[src/hw/rtl/rht_pkg.sv]
// ----------------------------------------------------------------------------
// rht_pkg: shared types and constants for the rectangle hit test table
// table size, field widths, operation codes and the stored entry layout
// ----------------------------------------------------------------------------
`default_nettype none

package rht_pkg;

  localparam int MAX_RECTS = 80;
  localparam int COUNT_W   = $clog2(MAX_RECTS + 1);
  localparam int ADDR_W    = (MAX_RECTS > 1) ? $clog2(MAX_RECTS) : 1;
  localparam int COORD_W   = 12;
  localparam int ID_W      = 8;
  localparam int OP_W      = 2;

  typedef enum logic [OP_W-1:0] {
    OP_CLEAR = 2'd0,
    OP_ADD   = 2'd1,
    OP_QUERY = 2'd2
  } op_t;

  typedef struct packed {
    logic        [COORD_W-1:0] left;
    logic        [COORD_W-1:0] top;
    logic        [COORD_W-1:0] width;
    logic        [COORD_W-1:0] height;
    logic signed [ID_W-1:0]    id;
  } rect_entry_t;

  localparam int ENTRY_W = $bits(rect_entry_t);

endpackage

`default_nettype wire

[src/hw/rtl/rectangle_hit_test_table.sv]
// ----------------------------------------------------------------------------
// rectangle_hit_test_table: table of screen rectangles with point hit testing
// clear, add and query requests; a query walks the table newest to oldest
// ----------------------------------------------------------------------------
// clear, add and unused op: result strobed the cycle after the request, and
//   a new request is taken in that same cycle (one request per cycle)
// query: on an empty table the query answers without a walk; otherwise the
//   walk reads one ram entry per cycle through the single compare unit, and
//   a hit ends the walk early
// receiver cannot stall: done is high for exactly one cycle per request
// rst (synchronous) empties the table and returns to idle; ram is not cleared
`default_nettype none

module rectangle_hit_test_table (
  input  wire logic                                 clk,
  input  wire logic                                 rst,
  input  wire logic                                 start,
  output logic                                      busy,
  input  wire logic        [rht_pkg::OP_W-1:0]      op,
  input  wire logic        [rht_pkg::COORD_W-1:0]   pos_x,
  input  wire logic        [rht_pkg::COORD_W-1:0]   pos_y,
  input  wire logic        [rht_pkg::COORD_W-1:0]   rect_width,
  input  wire logic        [rht_pkg::COORD_W-1:0]   rect_height,
  input  wire logic signed [rht_pkg::ID_W-1:0]      region_id,
  output logic                                      done,
  output logic signed      [rht_pkg::ID_W-1:0]      hit_id,
  output logic                                      dropped
);

  import rht_pkg::*;

  typedef enum logic {
    ST_IDLE,
    ST_SCAN
  } state_t;

  state_t               state;
  logic [COUNT_W-1:0]   count;      // number of stored rectangles
  logic [ADDR_W-1:0]    scan_idx;   // next entry to read during a walk
  logic                 more;       // scan_idx still holds an unread entry
  logic                 pipe_vld;   // ram read data belongs to the walk
  logic [COORD_W-1:0]   qx;         // query point, held for the walk
  logic [COORD_W-1:0]   qy;

  logic                 accept;
  logic                 table_full;
  logic                 ram_we;
  logic                 ram_re;
  rect_entry_t          wr_entry;
  rect_entry_t          rd_entry;
  logic [ENTRY_W-1:0]   rd_bits;

  // shared compare unit: edge sums one bit wider so they never wrap
  logic [COORD_W:0]     right_edge;
  logic [COORD_W:0]     bottom_edge;
  logic                 inside_rect;

  assign busy       = (state != ST_IDLE);
  assign accept     = start && !busy;
  assign table_full = (count >= COUNT_W'(MAX_RECTS));

  // append at the fill count, only when there is room
  assign ram_we = accept && (op == OP_ADD) && !table_full;

  assign wr_entry = '{
    left:   pos_x,
    top:    pos_y,
    width:  rect_width,
    height: rect_height,
    id:     region_id
  };

  // one read issued per walk cycle while entries remain
  assign ram_re = (state == ST_SCAN) && more;

  rht_ram #(
    .WIDTH (ENTRY_W),
    .DEPTH (MAX_RECTS)
  ) u_ram (
    .clk   (clk),
    .we    (ram_we),
    .waddr (count[ADDR_W-1:0]),
    .wdata (wr_entry),
    .re    (ram_re),
    .raddr (scan_idx),
    .rdata (rd_bits)
  );

  assign rd_entry = rect_entry_t'(rd_bits);

  // half-open bounds test of the query point against the entry just read
  always_comb begin
    right_edge  = {1'b0, rd_entry.left} + {1'b0, rd_entry.width};
    bottom_edge = {1'b0, rd_entry.top} + {1'b0, rd_entry.height};
    inside_rect = (qx >= rd_entry.left) && ({1'b0, qx} < right_edge) &&
                  (qy >= rd_entry.top) && ({1'b0, qy} < bottom_edge);
  end

  always_ff @(posedge clk) begin
    if (rst) begin
      state    <= ST_IDLE;
      count    <= '0;
      done     <= 1'b0;
      hit_id   <= '0;
      dropped  <= 1'b0;
      pipe_vld <= 1'b0;
      more     <= 1'b0;
      scan_idx <= '0;
    end else begin
      done <= 1'b0;
      case (state)
        ST_IDLE: begin
          if (accept) begin
            hit_id  <= '0;
            dropped <= 1'b0;
            case (op)
              OP_CLEAR: begin
                count <= '0;
                done  <= 1'b1;
              end
              OP_ADD: begin
                if (table_full) begin
                  dropped <= 1'b1;
                end else begin
                  count <= count + 1'b1;
                end
                done <= 1'b1;
              end
              OP_QUERY: begin
                qx <= pos_x;
                qy <= pos_y;
                if (count == '0) begin
                  // empty table answers at once
                  done <= 1'b1;
                end else begin
                  scan_idx <= ADDR_W'(count - 1'b1);
                  more     <= 1'b1;
                  pipe_vld <= 1'b0;
                  state    <= ST_SCAN;
                end
              end
              default: begin
                // unused op code: the table does not change
                done <= 1'b1;
              end
            endcase
          end
        end
        ST_SCAN: begin
          if (pipe_vld && inside_rect) begin
            // newest containing rectangle wins
            hit_id   <= rd_entry.id;
            done     <= 1'b1;
            pipe_vld <= 1'b0;
            more     <= 1'b0;
            state    <= ST_IDLE;
          end else if (!more) begin
            // oldest entry checked, no hit
            hit_id   <= '0;
            done     <= 1'b1;
            pipe_vld <= 1'b0;
            state    <= ST_IDLE;
          end else begin
            pipe_vld <= 1'b1;
            if (scan_idx == '0) begin
              more <= 1'b0;
            end else begin
              scan_idx <= scan_idx - 1'b1;
            end
          end
        end
        default: begin
          state <= ST_IDLE;
        end
      endcase
    end
  end

endmodule

`default_nettype wire

[src/hw/rtl/rht_ram.sv]
// ----------------------------------------------------------------------------
// rht_ram: generic simple dual-port ram
// one write port, one read port with registered read data
// ----------------------------------------------------------------------------
`default_nettype none

module rht_ram #(
  parameter int WIDTH = 8,
  parameter int DEPTH = 16
) (
  input  wire logic                                           clk,
  input  wire logic                                           we,
  input  wire logic [((DEPTH > 1) ? $clog2(DEPTH) : 1)-1:0]   waddr,
  input  wire logic [WIDTH-1:0]                               wdata,
  input  wire logic                                           re,
  input  wire logic [((DEPTH > 1) ? $clog2(DEPTH) : 1)-1:0]   raddr,
  output logic      [WIDTH-1:0]                               rdata
);

  logic [WIDTH-1:0] mem [DEPTH];

  always_ff @(posedge clk) begin
    if (we) begin
      mem[waddr] <= wdata;
    end
    if (re) begin
      rdata <= mem[raddr];
    end
  end

endmodule

`default_nettype wire

[config.mk]
export PLATFORM = sky130hd
export DESIGN_NAME = rectangle_hit_test_table
export DESIGN_NICKNAME = d
export VERILOG_FILES = /design/src/hw/rtl/rht_pkg.sv /design/src/hw/rtl/rectangle_hit_test_table.sv /design/src/hw/rtl/rht_ram.sv
export SDC_FILE = /design/constraint.sdc
export NUM_CORES = 2
export LEC_CHECK = 0
export ABC_AREA = 1
export CAP_MARGIN = 25
export CORE_ASPECT_RATIO = 1.5
export CORE_MARGIN = 2
export CORE_UTILIZATION = 45
export CTS_CLUSTER_SIZE = 20
export DETAILED_ROUTE_END_ITERATION = 7
export DONT_BUFFER_PORTS = 1
export HOLD_SLACK_MARGIN = 0.03
export PLACE_DENSITY_LB_ADDON = 0.1
export SYNTH_ARGS = -nofsm -noshare
export SYNTH_HDL_FRONTEND = slang
export SYNTH_HIERARCHICAL = 1
export SYNTH_MEMORY_MAX_BITS = 65536
export SYNTH_SLANG_ARGS = --single-unit
[constraint.sdc]
create_clock -name clk -period 8.3 [get_ports clk]
set_input_delay 1.66 -clock clk [delete_from_list [all_inputs] [get_ports clk]]
set_output_delay 1.66 -clock clk [all_outputs]
set_load 0.02 [all_outputs]
### Yosys cells after proc, flatten, opt, wreduce, memory -nomap -nowiden

Memory sizes are Yosys's and may differ from the RTL's. A register that Yosys moved wholly into a read port is not among the register bits.
Cells that the tools add are included.

* bits in read-only memories: 0
* bits in latches: 0
* register bits after elaboration: 51
* memories: 1
* memory bits (writable): 4480

Memories
* u_ram.mem: depth 80, bits a word 56, rd ports 1, clocked after memory_dff 1, write ports 1, RTL line rht_ram.sv:20 `logic [WIDTH-1:0] mem [DEPTH];`

* multiplexer cells: 40
* magnitude comparators: 5
* equality and inequality tests: 10
* reduce and logical (&&, ||, !) cells: 20
* add/sub/neg operators: 5
* bitwise logic cells: 2
* div/mod/pow operators: 0
* multipliers: 0
* shift-type cells: 0

Operators with widths (number)
* 7-bit 2-to-1 mux: 7
* 7-bit one-hot mux with 2 select lines: 2
* 12-bit by 12-bit adder with 13-bit output: 2
* 12-bit by 13-bit < comparator with 1-bit output: 2
* 12-bit greater-or-equal comparator: 2
* 8-bit 2-to-1 mux: 3
* 1-bit 2-to-1 mux: 23
* 8-bit one-hot mux with 2 select lines: 1
* 7-bit logical NOT: 2
* 7-bit by 1-bit subtractor with 7-bit output (second input constant): 2
* 2-bit inequality test (second input constant): 5
* 1-bit logical AND: 8
* 1-bit one-hot mux with 2 select lines: 4
* 4-bit AND reduction: 2
* 7-bit by 1-bit adder with 7-bit output (second input constant): 1
* 7-bit greater-or-equal comparator (second input constant): 1
* 6-bit AND reduction: 1
* 2-bit by 1-bit inequality test with 1-bit output (second input constant): 2
* 2-bit AND reduction: 2
* 3-bit by 2-bit inequality test with 1-bit output (second input constant): 1
* 3-bit AND reduction: 1
* 2-bit by 1-bit == test with 1-bit output (second input constant): 1
* 2-bit == test (second input constant): 1
* 1-bit logical NOT: 2
* other kinds (3): 4

### Longest topological paths before layout

* word-level depth: 8
* gate-level depth with buffers: 24
* mapped depth without buffers: 23

### Modules after synthesis

Netlist, hierarchy kept.

Modules (own cells, without submodules)
* rht_ram: sequential area each 136210.6 um2, area an instance 180246.6 um2, instances 1, cells each 14304
* rectangle_hit_test_table: sequential area each 1261.2 um2, area an instance 4330.4 um2, instances 1, cells each 567

### Least setup slack after synthesis

No wires, ideal clock.

* path type: input-to-reg
* from: input port start
* to: memory u_ram/mem[43][0] (netlist bit), enable pin
* setup slack: 2724 ps
* data arrival time: 5106 ps
* stages: 9
* cells stage by stage: inv_1 > nor2_2 > inv_1 > nor2_1 > inv_1 > nor3_1 > clkbuf_1 > nand3_1 > nor2_1

* word-level cells in the longest chain between the ends: 5

Ends and longest elaborated chain
* start, declared: RTL line rectangle_hit_test_table.sv:17 `input wire logic start,`
* 1-bit logical AND: RTL line rectangle_hit_test_table.sv:59 `assign accept = start && !busy;`
* 1-bit logical AND (2 in a row): RTL line rectangle_hit_test_table.sv:63 `assign ram_we = accept && (op == OP_ADD) && !table_full;`
* via ram_we: RTL line rectangle_hit_test_table.sv:47 `logic ram_we;`
* 1-bit 2-to-1 mux: RTL line rht_ram.sv:23 `if (we) begin`
* 1-bit 2-to-1 mux (not written as such): RTL line rht_ram.sv:24 `mem[waddr] <= wdata;`
* end, declared: RTL line rht_ram.sv:20

The timed path passes the listed nets, and every way through them passes these cells.

### Final worst setup path

* from: input port start
* to: memory u_ram/mem[54][4] (netlist bit), enable pin

Same word-level chain as after synthesis.

==> impl_metrics.tcl <==
set metrics [dict create \
    post_cts_buffers 0 \
    grt_max_degree 200 \
    worst_slew_pin_slew_ns 1.31 \
    antenna_found_initial 38 \
    cp.arrival_ns 5.61 \
    dr.first_iter.drc_count 13600 \
    syn-num-nets 15000 \
    clk_pin_slew_ns 0.06 \
    async_flop_share_pct 0 \
    clkPwrFrac_pct 42.3 \
    cp-end-kind "flop" \
    r2r_end "u_ram/mem[54][4]" \
    crit_fanout 22 \
    p_leak_uw 0.0691 \
    holdPathStages 2 \
    cts_tree "built" \
    numCtsBuffers 433 \
    dieArea_mm2 0.415 \
    grt_pass1_vias 118000 \
    power_density_mw_per_mm2 232 \
    fmax_mhz 201 \
    avgSynthCellArea_um2 12.4 \
    gp_congestion 0.886 \
    fin_crit_sh_pct 59.8 \
    utilization_pct 49.8 \
    boundaryPins 72 \
    ff2ff_path_depth 10 \
    fin_skew_ns 0.0649 \
    synth_cell_types 47 \
    synth_top_family_by_area "simple AND/OR/NAND/NOR gates" \
    ir_worst_vdd_mv 0.184 \
    synth_edf_count 4560 \
    synth-adder-area-share_pct 0.517 \
    cp_data_required_time_ns 8.95 \
    die_x_um 527 \
    synthXorXnorAreaFrac_pct 0.119 \
    hpwl_mm 360 \
    wirelength_mm 638 \
    setup_violations 0 \
    grt_use_total_pct 30.2 \
    die_height_um 788 \
    final_nets 14800 \
    seq_area_frac_synth_pct 74.5 \
    status "complete, no violations" \
    r2r_setup_slack_ns 3.39 \
    synth-simple-area-share_pct 19.5 \
    ys_ff_latch 4587 \
    cts_max_path_buffers 4 \
    slew_violations 0 \
    ys.flop_type "edfxtp_1" \
    synth_compound_area_share_pct 2.34 \
    swShare_pct 21.8 \
    h-tree-depth 5 \
    slew_headroom_pct 12.8 \
    regToRegStartpoint "busy" \
    insertion_delay_ns 1.06 \
    clkSinkCount 4587 \
    numPortBuffers 0 \
    ctsRootBufferMaster "clkbuf_16" \
    report.final.hold_viol_count 0 \
    maxCapViolCount 0 \
    hold_path.class "flop to flop" \
    pwr-share-comb_pct 3.7 \
    first_pass_iters 6 \
    seq_power_share_pct 54.0 \
    start_util_pct 45.1 \
    period_minus_slack_ns 4.97 \
    synth_cells 14900 \
    min_from "more" \
    rsz0062_at_grt "false" \
    p_sw_uw 10300 \
    wl_per_cell_um 31.4 \
    hold_path_end "pipe_vld" \
    drive_above_1_share_pct 6.84 \
    internal_power_uw 36900 \
    cts_resized 0 \
    synth_mux_area_share_pct 0 \
    power_uw 47200 \
    yosysWarnings 6 \
    routed_via_density 6.00 \
    areaGrowthSynthToFinish_pct 10.5 \
    vias 122000 \
    grt_pass1_wl_mm 895 \
    row_count 288 \
    worst-setup-path-type "input port to flop" \
    cts-hold-fix-buffers 0 \
    drc 0 \
    tns_ns 0 \
    synthesis.area_mm2 0.185 \
    cp-start-kind "input port" \
    grt_overflow 0 \
    detail-route-antenna-nets 0 \
    core_region_area_mm2 0.409 \
]
## worst max path at each step
stage	end	slack [ns]	from
after floorplan	u_ram/mem[43][0]	2.72	start
after global placement	u_ram/mem[31][28]	2.13	start
after detailed placement	u_ram/mem[54][1]	2.42	start
after CTS	u_ram/mem[54][19]	3.46	busy
after global routing	u_ram/mem[54][19]	3.32	busy
final	u_ram/mem[54][4]	3.33	start
## cells by family after synthesis
logic type,count (synthesis)
AND/OR/NAND/NOR,8302
flip-flops,4587
buffers and inverters,1096
AO/OA/AOI/OAI,786
adder cells (fa/ha/maj),75
XOR/XNOR,25
## state kept, by name, indices dropped and copies added, names as in the netlist
signal / cells
u_ram/mem: 4480
u_ram/rdata: 56
qx: 12
qy: 12
hit_id: 8
count: 7
scan_idx: 7
busy: 1
done: 1
dropped: 1
more: 1
pipe_vld: 1
## layer usage
| metal | GRT usage [%] | up-vias | part of all wire (%) | wire (um) |
|---|---|---|---|---|
| li1 | - | 53100 | - | - |
| met1 | 37.6 | 62200 | 37 | 238000 |
| met2 | 50.7 | 5551 | 49 | 312000 |
| met3 | 3.68 | 1268 | 6.9 | 43900 |
| met4 | 18.0 | 4 | 7.0 | 44600 |
| met5 | 0 | - | 0.0049 | 31 |
## power by group through the flow
stage	logic, uW	clock network [uW]	registers [uW]
global route	1840	21000	25500
floorplan	990	0	26000
detailed placement	1740	0	26000
global placement	1740	0	26000
CTS	1740	20200	25500
finish	1760	19900	25500
## stage by stage
stage / cells / hold WS [ns] / setup WS, ns / cell area, um2
global route: 20300 / 0.543 / 3.32 / 204000
floorplan: 14900 / 0.471 / 2.72 / 185000
detailed placement: 19500 / 0.493 / 2.42 / 190000
CTS: 20300 / 0.503 / 3.46 / 204000
global placement: 19500 / 0.492 / 2.13 / 190000
finish: 20400 / 0.510 / 3.33 / 204000
## cells in the final DEF, fill, tap and decap left out, types with 6 or more instances in the layout
| cell | synthesis | layout |
|---|---|---|
| buf_16 | 0 | 7 |
| clkinv_2 | 0 | 85 |
| clkbuf_16 | 0 | 435 |
| nor2_4 | 1 | 81 |
| o221ai_1 | 26 | 26 |
| ha_1 | 73 | 73 |
| diode_2 | 0 | 20 |
| dfxtp_1 | 27 | 20 |
| inv_16 | 0 | 6 |
| nor3_1 | 13 | 12 |
| edfxtp_1 | 4560 | 4560 |
| nand4_1 | 8 | 8 |
| nand3_1 | 3707 | 3707 |
| buf_4 | 38 | 236 |
| clkinvlp_4 | 0 | 14 |
| o21ai_0 | 464 | 464 |
| clkinv_16 | 0 | 10 |
| buf_12 | 0 | 57 |
| xor2_1 | 20 | 20 |
| a21oi_1 | 63 | 63 |
| o21ai_1 | 20 | 20 |
| inv_1 | 102 | 97 |
| o22ai_1 | 197 | 197 |
| clkbuf_1 | 296 | 61 |
| bufinv_16 | 0 | 46 |
| nor2_1 | 582 | 502 |
| nand2_1 | 3974 | 3974 |
| clkinv_1 | 1 | 120 |
| dfxtp_4 | 0 | 7 |
## worst max-delay path, stage by stage
cell and delay, ns:
inv_1 0.03, nor2_2 0.16, inv_1 0.12, nor2_1 0.21, inv_1 0.12, nor3_2 0.69
buf_4 0.31, nand3_1 0.70, nor2_4 1.06, buf_4 0.49
## synth_stat cells, types with 8 or more instances
master | instances | area (um2)
o21ai_1 | 20 | 100
nand4_1 | 8 | 50.1
dfxtp_1 | 27 | 541
buf_6 | 115 | 1290
a21oi_1 | 63 | 315
o221ai_1 | 26 | 228
inv_1 | 102 | 383
ha_1 | 73 | 913
xor2_1 | 20 | 175
o22ai_1 | 197 | 1230
edfxtp_1 | 4560 | 137000
nand3_1 | 3707 | 18600
clkbuf_1 | 296 | 1110
nand2_1 | 3974 | 14900
buf_4 | 38 | 285
nor2_1 | 582 | 2180
buf_1 | 107 | 402
buf_2 | 430 | 2150
nor3_1 | 13 | 65.1
o21ai_0 | 464 | 2320
## area by class of cell
class	instances	area (um2)
fillers	35700	205000
inverters	109	462
clock inverters	290	2900
well taps	5365	6710
clock buffers	496	11100
flip-flops and latches	4587	137000
diodes	20	50.0
multi-input cells	9188	42000
repair buffers	301	3120
(Power assumes the default switching activity.)
